--- src/sv/tsrb_pkg.sv ---
package tsrb_pkg;

    // Capacity and precision of the block.
    localparam int MAX_ROWS   = 4096;
    localparam int ALPHA_BITS = 16;

    // Field widths.
    localparam int ROW_W      = 12;
    localparam int PIX_W      = 8;
    localparam int DECAY_W    = 7;
    localparam int CHANNELS   = 3;
    localparam int CFG_IDX_W  = 2;
    localparam int CFG_DATA_W = 12;

    // Register indexes on the configuration port.
    localparam logic [CFG_IDX_W-1:0] CFG_FOCUS_TOP    = 2'd0;
    localparam logic [CFG_IDX_W-1:0] CFG_FOCUS_BOTTOM = 2'd1;
    localparam logic [CFG_IDX_W-1:0] CFG_DECAY        = 2'd2;

    // The tanh argument is an unsigned Q.8 value.
    localparam int FRAC_BITS   = 8;
    localparam int NUM_W       = ROW_W + FRAC_BITS;
    localparam int DECAY_CODES = 1 << DECAY_W;

    // Exact quotient by multiplication with a rounded-up reciprocal.
    localparam int RECIP_SHIFT = NUM_W + DECAY_W;
    localparam int RECIP_W     = RECIP_SHIFT + 1;
    localparam int PROD_W      = NUM_W + RECIP_W;

    // tanh(k/8) for k = 0..32 in Q0.16, interpolated over 32 steps.
    localparam int TANH_ENTRIES = 33;
    localparam int TANH_IDX_W   = 6;
    localparam int TANH_SEG_W   = 5;
    localparam int TANH_STEP_W  = 5;
    localparam int TANH_W       = 17;
    localparam logic [TANH_W-1:0] TANH_ONE = 17'h10000;

    localparam logic [TANH_W-1:0] TANH_Q16 [TANH_ENTRIES] = '{
        17'd0,     17'd8150,  17'd16051, 17'd23485, 17'd30285, 17'd36346,
        17'd41625, 17'd46131, 17'd49912, 17'd53038, 17'd55593, 17'd57660,
        17'd59320, 17'd60643, 17'd61694, 17'd62524, 17'd63179, 17'd63693,
        17'd64096, 17'd64412, 17'd64659, 17'd64852, 17'd65003, 17'd65120,
        17'd65212, 17'd65283, 17'd65339, 17'd65383, 17'd65417, 17'd65443,
        17'd65464, 17'd65480, 17'd65492
    };

    // Queue between the front and back parts.
    localparam int QUEUE_DEPTH = 4;
    localparam int QUEUE_PTR_W = 2;

    typedef struct packed {
        logic [ROW_W-1:0]   focus_top;
        logic [ROW_W-1:0]   focus_bottom;
        logic [DECAY_W-1:0] decay;
    } cfg_t;

    typedef struct packed {
        logic [CHANNELS-1:0][PIX_W-1:0] sharp;
        logic [CHANNELS-1:0][PIX_W-1:0] blurred;
    } pixel_t;

    // Rounded numerator of |row - reference| / divisor, with the sign kept apart.
    typedef struct packed {
        logic             neg;
        logic [NUM_W-1:0] num;
    } ref_num_t;

    typedef struct packed {
        ref_num_t           top;
        ref_num_t           bottom;
        logic [RECIP_W-1:0] recip;
        pixel_t             pix;
    } work_t;

    typedef struct packed {
        logic                   neg;
        logic                   sat;
        logic [TANH_SEG_W-1:0]  seg;
        logic [TANH_STEP_W-1:0] step;
    } tanh_arg_t;

endpackage

--- src/sv/tsrb_queue.sv ---
module tsrb_queue (
    input  logic            clk,
    input  logic            rst_n,
    input  logic            push_valid,
    output logic            push_ready,
    input  tsrb_pkg::work_t push_item,
    output logic            pop_valid,
    input  logic            pop_ready,
    output tsrb_pkg::work_t pop_item
);

    tsrb_pkg::work_t                   mem_reg [tsrb_pkg::QUEUE_DEPTH];
    logic [tsrb_pkg::QUEUE_PTR_W-1:0]  wr_ptr_reg;
    logic [tsrb_pkg::QUEUE_PTR_W-1:0]  rd_ptr_reg;
    logic [tsrb_pkg::QUEUE_PTR_W:0]    count_reg;
    logic [tsrb_pkg::QUEUE_PTR_W:0]    count_next;
    logic                              push;
    logic                              pop;

    assign push_ready = count_reg != (tsrb_pkg::QUEUE_PTR_W + 1)'(tsrb_pkg::QUEUE_DEPTH);
    assign pop_valid  = count_reg != '0;
    assign push       = push_valid && push_ready;
    assign pop        = pop_valid && pop_ready;
    assign pop_item   = mem_reg[rd_ptr_reg];

    always_comb
    begin
        unique case ({push, pop})
            2'b10:   count_next = count_reg + 1'b1;
            2'b01:   count_next = count_reg - 1'b1;
            default: count_next = count_reg;
        endcase
    end

    always_ff @(posedge clk or negedge rst_n)
    begin
        if (!rst_n)
        begin
            wr_ptr_reg <= '0;
            rd_ptr_reg <= '0;
            count_reg  <= '0;
        end
        else
        begin
            if (push)
            begin
                wr_ptr_reg <= wr_ptr_reg + 1'b1;
            end
            if (pop)
            begin
                rd_ptr_reg <= rd_ptr_reg + 1'b1;
            end
            count_reg <= count_next;
        end
    end

    always_ff @(posedge clk)
    begin
        if (push)
        begin
            mem_reg[wr_ptr_reg] <= push_item;
        end
    end

endmodule

--- config.mk ---
export PLATFORM = sky130hd
export DESIGN_NAME = tsrb_queue
export DESIGN_NICKNAME = d
export VERILOG_FILES = /design/src/sv/tsrb_pkg.sv /design/src/sv/tsrb_queue.sv
export SDC_FILE = /design/constraint.sdc
export NUM_CORES = 1
export LEC_CHECK = 0
export ABC_AREA = 1
export BUFFER_PORTS_ARGS = -buffer_cell sky130_fd_sc_hd__buf_2
export CAP_MARGIN = 10
export CORE_MARGIN = 10
export CORE_UTILIZATION = 50
export DETAILED_ROUTE_END_ITERATION = 7
export PLACE_DENSITY = 0.7
export SLEW_MARGIN = 20
export SYNTH_ARGS = -nofsm -noshare
export SYNTH_HDL_FRONTEND = slang
export SYNTH_SLANG_ARGS = --single-unit
--- constraint.sdc ---
create_clock -name clk -period 11.25 [get_ports clk]
set_input_delay 1.6875 -clock clk [delete_from_list [all_inputs] [get_ports clk]]
set_output_delay 1.6875 -clock clk [all_outputs]
set_load 0.005 [all_outputs]
==> summary.txt <==
Floorplanning
  – Chip Height: 217 um
  – Io pins: 242
  – Starting Density: 0.510
  – Die Outline Area: 46900 um^2
  – Num rows: 71
  – Core Area: 37800 um^2
  – Die Wd: 217 um

Setup path
  – Worst Path Required: 9.56 ns
  – RR Startpoint: count_reg[0]
  – Crit Path Max Fanout: 217
  – CP max stage delay: 0.52 ns
  – CP endpoint kind: primary output
  – Worst path depth: 6
  – R2R Setup Slk: 8.11 ns
  – Setup Crit Path Kind: reg2out
  – CP delay by family, top: buffers and inverters
  – CP bufs+invs: 4
  – CP startpoint kind: flop
  – CP max stage cell: clkinv_8
  – Worst-case reg-to-reg path depth: 6
  – Crit path launch: rd_ptr_reg[0]
  – RR Endpoint: mem_reg[3][65]
  – CP arrival: 3.27 ns
  – Worst path cell trace: clkinv_8, buf_12, buf_16, o211ai_1, nand2_1, buf_2

Timing
  – Skew final: 0.00964 ns
  – Pin slew with the least headroom to its limit: 1.01 ns
  – RSZ-0062 raised after global routing: false
  – Setup Viol. Count Final: 0
  – Peak Freq: 202 MHz
  – Hold WS: 0.480 ns
  – TNS Setup: 0 ns
  – Period utilisation layout: 0.440
  – Min Tclk post-route: 4.95 ns
  – Fin. max-slew vios: 0
  – Hold Vio Cnt, Final: 0
  – Rel. slew slack: 0.330

Yosys
  – Synth warn: 0
  – Net Count, Synth: 1564
  – #FFs+latches synth: 479
  – Sequential area share after synthesis: 0.743
  – Post-synth cell types: 18
  – Cell area after synthesis: 19300 um^2
  – Mapped Avg Cell Area: 13.4 um^2
  – Syn Inst Count: 1436

Final layout
  – Largest register FFs: 472
  – Final #Nets: 1790
  – Commonest cells after routing, fill and taps aside: edfxtp_1 (472), nand2_1 (372), inv_1 (249), buf_2 (241), o211ai_1 (236)
  – Fin util: 0.586
  – Share of post-route cells with drive strength above 1: 0.194
  – Commonest non-fill, non-tap cell in the layout: edfxtp_1
  – Area Overhead vs Synth: 14.8%
  – FILL cells: 3009
  – Multi-input logic area: 3350 um^2
  – Storage cell area: 14400 um^2

CTS
  – Number of CTS-inserted buffers: 48
  – Post-CTS Setup Bufs: 0
  – CTS root buf: clkbuf_16
  – Post_cts resized: 0
  – CTS Buffer Depth: 3
  – Clk slew on worst S/H paths: 0.06 ns
  – Clock latency on the worst-skew pair: 0.56 ns
  – Clk sinks: 479
  – CTS tree: yes
  – H-tree depth: 2
  – CTS Hold Bufs: 0

Min path
  – Hold/Removal Path Class: reg2reg
  – Hold Path Origin: count_reg[0]
  – Hold Crit Depth: 1
  – Hold EP: count_reg[0]

Power
  – VDD IR-drop max: 0.214 mV
  – Leak: 8.90 nW
  – Pwr Density: 259 nW/um^2
  – Total power draw: 5.75 mW

Place
  – Routability congestion estimate: 0.743
  – Post-DP HPWL: 22.9 mm
  – Port-buffer cells: 241

Detailed routing
  – DR pass1 iterations: 5
  – Avg WL per Cell: 18.0 um
  – DRT iter0 DRCs: 912
  – # DRC: 0
  – Post-route ant nets: 0
  – DR vias: 11251
  – Post-DR vias/cell: 5.08
  – Total routed wirelength: 39.9 mm

GRT
  – Antenna violations before repair: 7
  – GR met2 Demand/Resource: 0.268
  – GR peak layer: met2
  – Vias in the first global route: 10967
  – Largest net degree at the start of global routing: 259
  – GRT met3 Usage: 0.0451
  – Met1 Usage GRT: 0.219
  – First-pass GRT wire length: 61.7 mm
  – Overall Global Routing Usage: 0.167
  – Congestion Overflow GR: 0

Run status
  – Status: completed

Job
  – Max Cap Viol: 0
[cells by family after synthesis]
group	after synthesis	share of synthesized area
buffers and inverters	329	0.0851
flip-flops	479	0.743
XOR/XNOR	1	0.000454
adder cells (fa/ha/maj)	6	0.00428
AO/OA/AOI/OAI	237	0.0920
AND/OR/NAND/NOR	384	0.0752
[how the worst max path moves through the flow]
stage,endpoint,slack [ns]
2_1_floorplan,mem_reg[0][0],3.91
3_3_place_gp,pop_item[40],6.86
3_5_place_dp,pop_item[0],6.87
4_1_cts,pop_item[0],6.25
5_1_grt,pop_item[61],6.13
6_report,pop_item[61],6.30
[routing by layer]
metal,routed length [um],vias to the layer above
li1,-,5480
met4,797,10
met1,17200,5376
met2,18900,311
met5,73,-
met3,2890,74
[through the flow]
| step | worst slack (ns) | cells | cell area (um^2) |
|---|---|---|---|
| 6_report | 6.30 | 2214 | 22200 |
| 5_1_grt | 6.13 | 2211 | 22200 |
| 4_1_cts | 6.25 | 2210 | 22100 |
| 3_5_place_dp | 6.87 | 2122 | 20600 |
| 3_3_place_gp | 6.86 | 2122 | 20600 |
| 2_1_floorplan | 3.91 | 1436 | 19300 |
[power by group]
part	leakage (nW)	switching, mW	internal, mW
Clock	0.742	0.638	0.909
Combinational	3.75	1.17	0.584
Sequential	4.41	0.100	2.35
Total	8.90	1.90	3.84
[cells in the mapped netlist, drive strengths merged]
library cell  instances  area share
edfxtp              472        0.73
nand2               372       0.072
inv                 251       0.049
o211ai              236       0.092
buf                  71       0.032
clkbuf                7      0.0045
dfrtp                 7      0.0091
nand3                 7      0.0018
ha                    5      0.0032
nor2                  4     0.00078
fa                    1      0.0010
nand4                 1     0.00032
o21ai                 1     0.00026
xnor2                 1     0.00045
[final cells by class]
type | instances | share of cell area
clock inverters | 31 | 0.0124
clock buffers | 57 | 0.0566
well taps | 511 | 0.0288
repair buffers | 254 | 0.0603
multi-input cells | 628 | 0.151
inverters | 251 | 0.0432
diodes | 3 | 0.000339
flip-flops and latches | 479 | 0.647
No activity file was read; power rests on OpenSTA's default activity.
