**config.mk**
```make
export PLATFORM = sky130hd
export DESIGN_NAME = tsrb_front
export DESIGN_NICKNAME = d
export VERILOG_FILES = /design/src/sv/tsrb_pkg.sv /design/src/sv/tsrb_front.sv
export SDC_FILE = /design/constraint.sdc
export NUM_CORES = 1
export LEC_CHECK = 0
export ABC_CLOCK_PERIOD_IN_PS = 4500
export BUFFER_PORTS_ARGS = -buffer_cell sky130_fd_sc_hd__clkbuf_2
export CORE_MARGIN = 5
export CORE_UTILIZATION = 38
export CTS_BUF_LIST = sky130_fd_sc_hd__clkbuf_16
export DETAILED_ROUTE_END_ITERATION = 10
export RECOVER_POWER = 25
export SLEW_MARGIN = 20
export SYNTH_ARGS = -nofsm -noshare
export SYNTH_HDL_FRONTEND = slang
export SYNTH_SLANG_ARGS = --single-unit
```
**constraint.sdc**
```tcl
create_clock -name clk -period 4.5 [get_ports clk]
set_clock_uncertainty 0.05 [all_clocks]
set_input_delay 0.45 -clock clk [delete_from_list [all_inputs] [get_ports clk]]
set_output_delay 0.45 -clock clk [all_outputs]
set_load 0.03 [all_outputs]
```
**src/sv/tsrb_pkg.sv**
```systemverilog
package tsrb_pkg;

    // Capacity and precision of the block.
    localparam int MAX_ROWS   = 4096;
    localparam int ALPHA_BITS = 16;

    // Field widths.
    localparam int ROW_W      = 12;
    localparam int PIX_W      = 8;
    localparam int DECAY_W    = 7;
    localparam int CHANNELS   = 3;
    localparam int CFG_IDX_W  = 2;
    localparam int CFG_DATA_W = 12;

    // Register indexes on the configuration port.
    localparam logic [CFG_IDX_W-1:0] CFG_FOCUS_TOP    = 2'd0;
    localparam logic [CFG_IDX_W-1:0] CFG_FOCUS_BOTTOM = 2'd1;
    localparam logic [CFG_IDX_W-1:0] CFG_DECAY        = 2'd2;

    // The tanh argument is an unsigned Q.8 value.
    localparam int FRAC_BITS   = 8;
    localparam int NUM_W       = ROW_W + FRAC_BITS;
    localparam int DECAY_CODES = 1 << DECAY_W;

    // Exact quotient by multiplication with a rounded-up reciprocal.
    localparam int RECIP_SHIFT = NUM_W + DECAY_W;
    localparam int RECIP_W     = RECIP_SHIFT + 1;
    localparam int PROD_W      = NUM_W + RECIP_W;

    // tanh(k/8) for k = 0..32 in Q0.16, interpolated over 32 steps.
    localparam int TANH_ENTRIES = 33;
    localparam int TANH_IDX_W   = 6;
    localparam int TANH_SEG_W   = 5;
    localparam int TANH_STEP_W  = 5;
    localparam int TANH_W       = 17;
    localparam logic [TANH_W-1:0] TANH_ONE = 17'h10000;

    localparam logic [TANH_W-1:0] TANH_Q16 [TANH_ENTRIES] = '{
        17'd0,     17'd8150,  17'd16051, 17'd23485, 17'd30285, 17'd36346,
        17'd41625, 17'd46131, 17'd49912, 17'd53038, 17'd55593, 17'd57660,
        17'd59320, 17'd60643, 17'd61694, 17'd62524, 17'd63179, 17'd63693,
        17'd64096, 17'd64412, 17'd64659, 17'd64852, 17'd65003, 17'd65120,
        17'd65212, 17'd65283, 17'd65339, 17'd65383, 17'd65417, 17'd65443,
        17'd65464, 17'd65480, 17'd65492
    };

    // Queue between the front and back parts.
    localparam int QUEUE_DEPTH = 4;
    localparam int QUEUE_PTR_W = 2;

    typedef struct packed {
        logic [ROW_W-1:0]   focus_top;
        logic [ROW_W-1:0]   focus_bottom;
        logic [DECAY_W-1:0] decay;
    } cfg_t;

    typedef struct packed {
        logic [CHANNELS-1:0][PIX_W-1:0] sharp;
        logic [CHANNELS-1:0][PIX_W-1:0] blurred;
    } pixel_t;

    // Rounded numerator of |row - reference| / divisor, with the sign kept apart.
    typedef struct packed {
        logic             neg;
        logic [NUM_W-1:0] num;
    } ref_num_t;

    typedef struct packed {
        ref_num_t           top;
        ref_num_t           bottom;
        logic [RECIP_W-1:0] recip;
        pixel_t             pix;
    } work_t;

    typedef struct packed {
        logic                   neg;
        logic                   sat;
        logic [TANH_SEG_W-1:0]  seg;
        logic [TANH_STEP_W-1:0] step;
    } tanh_arg_t;

endpackage

```
**src/sv/tsrb_front.sv**
```systemverilog
module tsrb_front (
    input  logic                                        clk,
    input  logic                                        rst_n,
    input  logic                                        in_valid,
    output logic                                        in_stall,
    input  logic [tsrb_pkg::ROW_W-1:0]                  row_index,
    input  logic [tsrb_pkg::CHANNELS-1:0][tsrb_pkg::PIX_W-1:0] sharp,
    input  logic [tsrb_pkg::CHANNELS-1:0][tsrb_pkg::PIX_W-1:0] blurred,
    input  tsrb_pkg::cfg_t                              cfg,
    output logic                                        push_valid,
    input  logic                                        push_ready,
    output tsrb_pkg::work_t                             push_item
);

    logic                              f_valid_reg;
    logic                              f_valid_next;
    tsrb_pkg::work_t                   f_item_reg;
    tsrb_pkg::work_t                   f_item_next;
    logic                              advance;
    logic [tsrb_pkg::ROW_W-1:0]        row_clamped;
    logic [tsrb_pkg::DECAY_W:0]        divisor;
    logic [tsrb_pkg::DECAY_W-1:0]      half_divisor;
    logic [tsrb_pkg::RECIP_W-1:0]      recip_tab [tsrb_pkg::DECAY_CODES];

    // ceil(2^RECIP_SHIFT / (d + 1)) for every decay code, fixed at elaboration.
    for (genvar d = 0; d < tsrb_pkg::DECAY_CODES; d++)
    begin : g_recip
        localparam logic [tsrb_pkg::RECIP_W-1:0] RECIP =
            tsrb_pkg::RECIP_W'(((64'd1 << tsrb_pkg::RECIP_SHIFT) + d) / (d + 1));
        assign recip_tab[d] = RECIP;
    end

    function automatic logic [tsrb_pkg::ROW_W-1:0] clamp_row(
        input logic [tsrb_pkg::ROW_W-1:0] r
    );
        if (32'(r) > tsrb_pkg::MAX_ROWS - 1)
        begin
            return tsrb_pkg::ROW_W'(tsrb_pkg::MAX_ROWS - 1);
        end
        return r;
    endfunction

    function automatic tsrb_pkg::ref_num_t ref_numerator(
        input logic [tsrb_pkg::ROW_W-1:0]   row,
        input logic [tsrb_pkg::ROW_W-1:0]   ref_row,
        input logic [tsrb_pkg::DECAY_W-1:0] half
    );
        tsrb_pkg::ref_num_t         res;
        logic [tsrb_pkg::ROW_W-1:0] mag;
        res.neg = row < ref_row;
        mag     = res.neg ? (ref_row - row) : (row - ref_row);
        res.num = {mag, tsrb_pkg::FRAC_BITS'(0)} + tsrb_pkg::NUM_W'(half);
        return res;
    endfunction

    assign advance    = !f_valid_reg || push_ready;
    assign in_stall   = !advance;
    assign push_valid = f_valid_reg;
    assign push_item  = f_item_reg;

    always_comb
    begin
        divisor               = {1'b0, cfg.decay} + 1'b1;
        half_divisor          = divisor[tsrb_pkg::DECAY_W:1];
        row_clamped           = clamp_row(row_index);
        f_item_next.top       = ref_numerator(row_clamped, clamp_row(cfg.focus_top),
                                              half_divisor);
        f_item_next.bottom    = ref_numerator(row_clamped, clamp_row(cfg.focus_bottom),
                                              half_divisor);
        f_item_next.recip     = recip_tab[cfg.decay];
        f_item_next.pix.sharp   = sharp;
        f_item_next.pix.blurred = blurred;
        f_valid_next          = advance ? in_valid : f_valid_reg;
    end

    always_ff @(posedge clk or negedge rst_n)
    begin
        if (!rst_n)
        begin
            f_valid_reg <= 1'b0;
        end
        else
        begin
            f_valid_reg <= f_valid_next;
        end
    end

    always_ff @(posedge clk)
    begin
        if (advance && in_valid)
        begin
            f_item_reg <= f_item_next;
        end
    end

endmodule

```
==> impl_metrics.env, run 1 <==
export IMPL_finalCriticalPeriod_ns=3.031
export IMPL_nets=1351
export IMPL_layout_setup_ws_ns=1.469
export IMPL_whs_ns=0.2047
export IMPL_synth_area_per_cell_sq_um=9.057
export IMPL_htree_levels=3
export IMPL_cp_data_required_time_ns=4.57
export IMPL_setup_viol=0
export IMPL_synth_async_sr_flop_share_pct=0.9091
export IMPL_hold_class="in -> reg"
export IMPL_yosysWarnings=0
export IMPL_clk_latency_ns=0.36
export IMPL_synth_area_sq_um=9248
export IMPL_vdd_ir_drop_max_v=0.0001568
export IMPL_start_util_pct=38.25
export IMPL_cp_data_arrival_time_ns=3.10
export IMPL_drt_iter0_markers=1219
export IMPL_pre_cts_slack_ns=1.186
export IMPL_grt_pass1_wl_microns=52300
export IMPL_syn2layout_area_growth_pct=15.82
export IMPL_clockPowerShare_pct=25.2
export IMPL_p_int_w=0.001972
export IMPL_r2r_cells=4
export IMPL_cp_max_fo=17
export IMPL_crit_type="in -> reg"
export IMPL_ys_dominant_reg_cell="edfxtp_1"
export IMPL_die_area_sq_um=27560
export IMPL_cts_tree="built"
export IMPL_max_cap_viol_count=0
export IMPL_powerDensity_nw_per_um2=292.8
export IMPL_gp_congestion=1.061
export IMPL_hold_buffers=1
export IMPL_tightest_slew_ns=0.8058
export IMPL_wirelength_microns=34480
export IMPL_leakagePower_nw=4.493
export IMPL_postCtsSetupBuffers=0
export IMPL_slew_violations=0
export IMPL_grt_setup_unrepaired="no"
export IMPL_synth_edf_count=109
export IMPL_yosysTopAreaCellShare_pct=35.39
export IMPL_synth_largest_area_cell="edfxtp_1"
export IMPL_cts_resized=0
export IMPL_synth_distinct_cells=80
export IMPL_num_rows=57
export IMPL_route_vias_total=9010
export IMPL_drive_gt1_share_pct=22.25
export IMPL_regToRegStartpoint="push_valid"
export IMPL_hold_viol=0
export IMPL_track_usage_pct=24.01
export IMPL_die_w_microns=166
export IMPL_antenna_found_initial=1
export IMPL_diodes=0
export IMPL_crit_path_end_kind="flop"
export IMPL_seq_power_share_pct=40.3
export IMPL_postSynthCellCount=1021
export IMPL_grt_overflow_total=0
export IMPL_slew_headroom_pct=46.28
export IMPL_final_area_sq_um=10710
export IMPL_setup_tns_ns=0
export IMPL_critPathLaunch="cfg[0]"
export IMPL_cts_buffers=9
export IMPL_ys_seq_area_share_pct=35.66
export IMPL_startpoint_type="primary input"
export IMPL_power_frac_comb_pct=34.5
export IMPL_ioPinCount=215
export IMPL_synthTopCellsByArea="edfxtp_1, ha_1, a21oi_1"
export IMPL_fp_coreArea_sq_um=24180
export IMPL_path_clk_slew_ns=0.09
export IMPL_portBuffers=212
export IMPL_timing_final_crit_share_pct=67.37
export IMPL_viasPerCell=5.947
export IMPL_wl_per_cell_microns=22.76
export IMPL_clock_path_buffers=2
export IMPL_drtPass1Iterations=6
export IMPL_grt_max_degree=77
export IMPL_clockRootBuffer="clkbuf_16"
export IMPL_switching_power_w=0.001164
export IMPL_status="finished, final reports clean"
export IMPL_dp_hpwl_microns=25310
export IMPL_placed_area_sq_um=10440
export IMPL_timing_critical_path_to="push_item[60]"
export IMPL_clock_sinks=110
export IMPL_drcViolationCount=0
export IMPL_rrSetupSlack_ns=2.47
export IMPL_r2r_end="push_item[34]"
export IMPL_grt_pass1_vias=8463
export IMPL_synth_seq_cells=110
export IMPL_fmax_mhz=329.9
export IMPL_ant_nets=0
export IMPL_die_height_microns=166
export IMPL_switching_share_pct=37.11
[cell families after synthesis]
kind of cell / after synthesis / share of synthesized area (%)
flops: 110 / 35.66
compound gates: 353 / 25.40
other cells: 1 / 0.04055
simple gates: 279 / 14.26
buf+inv: 152 / 8.186
mux: 30 / 4.194
xor+xnor: 26 / 2.462
fa+ha+maj: 70 / 9.796
[synthesized netlist by cell type, drive strengths merged, types with 5 or more instances]
master	n
edfxtp	109
nand2	93
a21oi	89
o21ai	87
nor2	73
buf	68
ha	66
inv	61
a211oi	24
nor3	23
clkbuf	22
mux2i	20
nand2b	20
a31oi	19
xor2	19
o211ai	18
nor2b	16
nand3	15
a21o	12
a311oi	10
o22ai	10
o311ai	9
and2	8
o21a	8
and3	7
or2	7
xnor2	7
a21boi	6
a221o	6
mux4	6
o211a	6
a221oi	5
o221ai	5
o31ai	5
o32ai	5
or3	5
[sequential cells by signal (all words and copies together), names as in the netlist]
signal and count:
push_item 109, push_valid 1
[placed cells by master, fill, tap and decap left out, types with 6 or more instances in the layout]
cell | Yosys | routed
nand3_1 | 15 | 15
ha_1 | 66 | 66
nor2_1 | 72 | 72
xnor2_1 | 7 | 7
a211oi_1 | 22 | 22
and3_1 | 7 | 7
inv_1 | 56 | 57
o21a_1 | 8 | 8
o211ai_1 | 18 | 18
o211a_1 | 6 | 6
clkbuf_2 | 0 | 175
nand2_2 | 6 | 6
a21boi_0 | 6 | 6
nor2b_1 | 16 | 16
mux2i_1 | 20 | 20
nand2b_1 | 20 | 20
a21oi_1 | 87 | 87
clkbuf_1 | 22 | 34
a21o_1 | 12 | 12
a221o_1 | 6 | 6
a311oi_1 | 10 | 10
nand2_1 | 87 | 87
inv_6 | 2 | 6
mux4_2 | 6 | 6
a31oi_1 | 19 | 19
nor3_1 | 23 | 23
buf_4 | 23 | 31
o21ai_0 | 82 | 82
o22ai_1 | 10 | 10
edfxtp_1 | 109 | 109
and2_1 | 8 | 7
clkbuf_16 | 0 | 9
xor2_1 | 19 | 19
[metrics by stage]
step	utilization, %	total power (W)	std cells
2_1_floorplan	-	0.002033	1022
3_3_place_gp	43.20	0.002355	1497
3_5_place_dp	43.20	0.002351	1497
4_1_cts	44.39	0.003153	1514
5_1_grt	44.30	0.003291	1515
6_report	44.30	0.003136	1515
[how the worst min path moves through the flow]
stage	startpoint	to	depth (start not counted)
final	sharp[0]	push_item[24]	1
after global routing	sharp[11]	push_item[35]	1
after CTS	sharp[19]	push_item[43]	1
after detailed placement	rst_n	push_valid	1
after global placement	rst_n	push_valid	1
after floorplan	rst_n	push_valid	0
[power groups by stage]
| stage | combinational [W] | clock, W | sequential, W |
|---|---|---|---|
| floorplan | 0.000589 | 0 | 0.00144 |
| global placement | 0.00107 | 0 | 0.00129 |
| detailed placement | 0.00106 | 0 | 0.00129 |
| CTS | 0.00107 | 0.000820 | 0.00127 |
| global route | 0.00116 | 0.000862 | 0.00127 |
| finish | 0.00108 | 0.000791 | 0.00126 |
[routing by layer]
| metal | share of wire (%) | vias up | GRT usage [%] |
|---|---|---|---|
| met5 | 0.020 | - | 0 |
| met4 | 3.2 | 2 | 7.174 |
| met3 | 11 | 98 | 6.546 |
| met2 | 43 | 626 | 36.17 |
| met1 | 43 | 4195 | 33.83 |
| li1 | - | 4089 | - |
[worst max-delay path, cell delays in order]
cell       delay [ns]
clkbuf_2         0.31
inv_2            0.20
ha_1             0.81
nor2b_1          0.45
nand2_1          0.16
o2111ai_1        0.12
o21ai_0          0.12
mux4_2           0.47
[final cells by class]
type                    count  area, sq um
clock buffers               9        225.2
fillers                  2454        13470
repair buffers            243         1286
multi-input cells         760         5199
well taps                 324        405.4
flip-flops and latches    110         3298
clock inverters             7        53.80
inverters                  62        242.7
(Power assumes the default switching activity.)
==> run 2, diff against run 1 <==
--- a/config.mk
+++ b/config.mk
@@ -5,7 +5,8 @@
 export SDC_FILE = /design/constraint.sdc
 export NUM_CORES = 1
 export LEC_CHECK = 0
-export ABC_CLOCK_PERIOD_IN_PS = 4500
+export ABC_AREA = 1
+export ABC_CLOCK_PERIOD_IN_PS = 2800
 export BUFFER_PORTS_ARGS = -buffer_cell sky130_fd_sc_hd__clkbuf_2
 export CORE_MARGIN = 5
 export CORE_UTILIZATION = 38
==> constraint.sdc (replaced) <==
create_clock -name clk -period 2.8 [get_ports clk]
set_clock_uncertainty 0.05 [all_clocks]
set_input_delay 0.28 -clock clk [delete_from_list [all_inputs] [get_ports clk]]
set_output_delay 0.28 -clock clk [all_outputs]
set_load 0.03 [all_outputs]
==> run 2 against run 1 <==
Utilization is 2.2 points higher; critical endpoint is now push_item[51]; total power grew 70%; sequential cell count is the same; largest cell class unchanged; global-route usage up 4.3 points; routed wire length up 19%; die area up 2.5%; count of clock-buffer cells in the layout unchanged; sequential power up 60%; sequential share of layout area down 1.8 points; design area increased by 6.2%; clock power is 82% higher; critical path depth is 3 higher.
==> impl_metrics.env, run 2 <==
export IMPL_status="finished, final reports clean"
export IMPL_synth_area_per_cell_sq_um=6.904
export IMPL_holdPathStages=1
export IMPL_setup_tns_ns=0
export IMPL_fmax_mhz=428.3
export IMPL_synth_distinct_cells=39
export IMPL_met1_length_microns=15530
export IMPL_die_w_microns=168.1
export IMPL_synth_area_sq_um=9493
export IMPL_route_vias_total=10423
export IMPL_yosysWarnings=0
export IMPL_num_rows=57
export IMPL_ys_seq_area_share_pct=34.74
export IMPL_largest_register_ff_count=109
export IMPL_synth_edf_count=109
export IMPL_regToRegStartpoint="push_valid"
export IMPL_timing_final_crit_share_pct=83.39
export IMPL_synthTopCellsByCount="nand2_1, inv_1, nand3_1"
export IMPL_ioPinCount=215
export IMPL_drtPass1Iterations=6
export IMPL_finalCriticalPeriod_ns=2.335
export IMPL_htree_levels=3
export IMPL_yosysMostFrequentCell="nand2_1"
export IMPL_drcViolationCount=0
export IMPL_drive_gt1_share_pct=17.69
export IMPL_diodes=0
export IMPL_synthTopCellsByArea="edfxtp_1, nand2_1, ha_1"
export IMPL_vdd_ir_drop_max_v=0.0003720
export IMPL_p_total_w=0.005333
export IMPL_cp_max_fo=7
export IMPL_tightest_slew_ns=0.6928
export IMPL_r2r_cells=4
export IMPL_hold_class="in -> reg"
export IMPL_fill_cells=2628
export IMPL_ant_nets=0
export IMPL_startpoint_type="primary input"
export IMPL_antenna_found_initial=0
export IMPL_wirelength_microns=41070
export IMPL_dp_cells=1912
export IMPL_portBuffers=212
export IMPL_highest_layer="met4"
export IMPL_cts_tree="built"
export IMPL_slew_headroom_pct=53.64
export IMPL_grt_pass1_vias=10162
export IMPL_clock_sinks=110
export IMPL_viasPerCell=5.403
export IMPL_powerDensity_nw_per_um2=468.8
export IMPL_hp_start="blurred[2]"
export IMPL_cts_resized=0
export IMPL_cp_data_required_time_ns=2.87
export IMPL_postSynthCellCount=1375
export IMPL_setup_viol=0
export IMPL_syn2layout_area_growth_pct=19.84
export IMPL_dp_hpwl_microns=32560
export IMPL_min_to="push_item[2]"
export IMPL_track_usage_pct=28.26
export IMPL_leakagePower_nw=5.989
export IMPL_synth_largest_area_cell="edfxtp_1"
export IMPL_final_common_cell="nand2_1"
export IMPL_clockRootBuffer="clkbuf_16"
export IMPL_gp_congestion=1.089
export IMPL_routed_wl_met3_microns=4130
export IMPL_crit_type="in -> reg"
export IMPL_ys_dominant_reg_cell="edfxtp_1"
export IMPL_nets=1765
export IMPL_die_height_microns=168.1
export IMPL_grt_overflow_total=0
export IMPL_crit_path_end_kind="flop"
export IMPL_grt_pass1_wl_microns=61570
export IMPL_slew_violations=0
export IMPL_drt_iter0_markers=1007
export IMPL_wl_met2_microns=19090
export IMPL_die_area_sq_um=28240
export IMPL_rrSetupSlack_ns=0.78
export IMPL_cp_data_arrival_time_ns=2.40
export IMPL_clock_path_buffers=2
export IMPL_max_cap_viol_count=0
export IMPL_wl_per_cell_microns=21.29
export IMPL_synth_async_sr_flop_share_pct=0.9091
export IMPL_path_clk_slew_ns=0.10
export IMPL_fp_coreArea_sq_um=24460
export IMPL_yosysTopAreaCellShare_pct=34.48
export IMPL_grt_max_degree=80
export IMPL_clk_latency_ns=0.37
export IMPL_cts_buffers=9
export IMPL_layout_cells_most_common_list="nand2_1, clkbuf_2, inv_1, nand3_1, edfxtp_1"
export IMPL_hold_viol=0
export IMPL_final_instance_count_excl_fill=1929
export IMPL_r2r_end="push_item[105]"
export IMPL_synth_seq_cells=110
export IMPL_grt_setup_unrepaired="no"
export IMPL_critPathLaunch="cfg[1]"
export IMPL_start_util_pct=38.81
==> run 2: cell types whose count changed after synthesis, sizes merged, moves of 15 or more <==
cell    previous run  this run
inv               61       178
nand2b            20         0
buf               68        47
nand3             15       110
nand2             93       505
clkbuf            22         7
mux2i             20         0
nand4              0        25
nor2b             16         0
nor2              73       112
a21oi             89        54
a211oi            24         0
==> run 2: worst max-delay path by stage <==
stage	end	depth (start not counted)
final	push_item[51]	11
after global routing	push_item[114]	11
after CTS	push_item[110]	11
after detailed placement	push_item[116]	11
after global placement	push_item[116]	11
after floorplan	push_item[0]	3
==> run 2: critical path: stages <==
cell and delay [ns]:
clkbuf_1 0.18, inv_1 0.15, ha_1 0.56, nor2_1 0.13
buf_4 0.17, nand2_1 0.26, nand2_1 0.17, o21ai_1 0.16
nor2_1 0.06, nor2_1 0.16, nand3_1 0.11
==> run 2: repair_timing <==
action	in CTS	in global routing
setup endpoints to repair	0	0
setup buffers	0	0
endpoints found under the hold margin	1	0
hold buffers	1	0
==> run 2: cell type report <==
type | instances | area, sq um | area share, %
clock buffer | 9 | 225.2 | 1.980
inverter | 180 | 678.2 | 5.961
clock inverter | 7 | 88.84 | 0.7809
sequential | 110 | 3299 | 29.00
timing repair buffer | 267 | 1496 | 13.15
multi-input combinational | 1032 | 5182 | 45.56
tap | 324 | 405.4 | 3.564
==> run 2: cell families (layout without fill, tap and decap cells) <==
logic type,Yosys count,count (layout),synth area share [%]
other,1,2,0.03950
adders and majority gates,70,70,9.543
AOI/OAI and AO/OA,163,163,9.345
DFF,110,110,34.74
buffers and inverters,234,463,10.68
xor gates and xnor gates,22,22,2.030
and+or+nand+nor,775,775,33.62
==> run 2: report_power, final <==
group	internal, W	switching [W]	leakage, nW
registers	0.00198	0.0000352	1.06
clock network	0.000659	0.000777	0.154
logic	0.000541	0.00134	4.78
total	0.00318	0.00215	5.99
==> run 2: per-stage QoR <==
| stage | setup WS, ns | cell area (sq um) | hold slack [ns] | util (%) |
|---|---|---|---|---|
| 2_1_floorplan | 0.01515 | 9505 | -0.06559 | - |
| 3_3_place_gp | 0.1393 | 11090 | 0.005134 | 45.34 |
| 3_5_place_dp | 0.1269 | 11090 | 0.009260 | 45.34 |
| 4_1_cts | 0.5134 | 11420 | 0.01993 | 46.67 |
| 5_1_grt | 0.3459 | 11380 | 0.01758 | 46.50 |
| 6_report | 0.4650 | 11380 | 0.02250 | 46.50 |
==> run 2: per-layer routing <==
metal	track usage, %	vias to the layer above
li1	-	4886
met1	34.13	4772
met2	47.62	631
met3	6.213	134
met4	13.94	0
met5	0	-
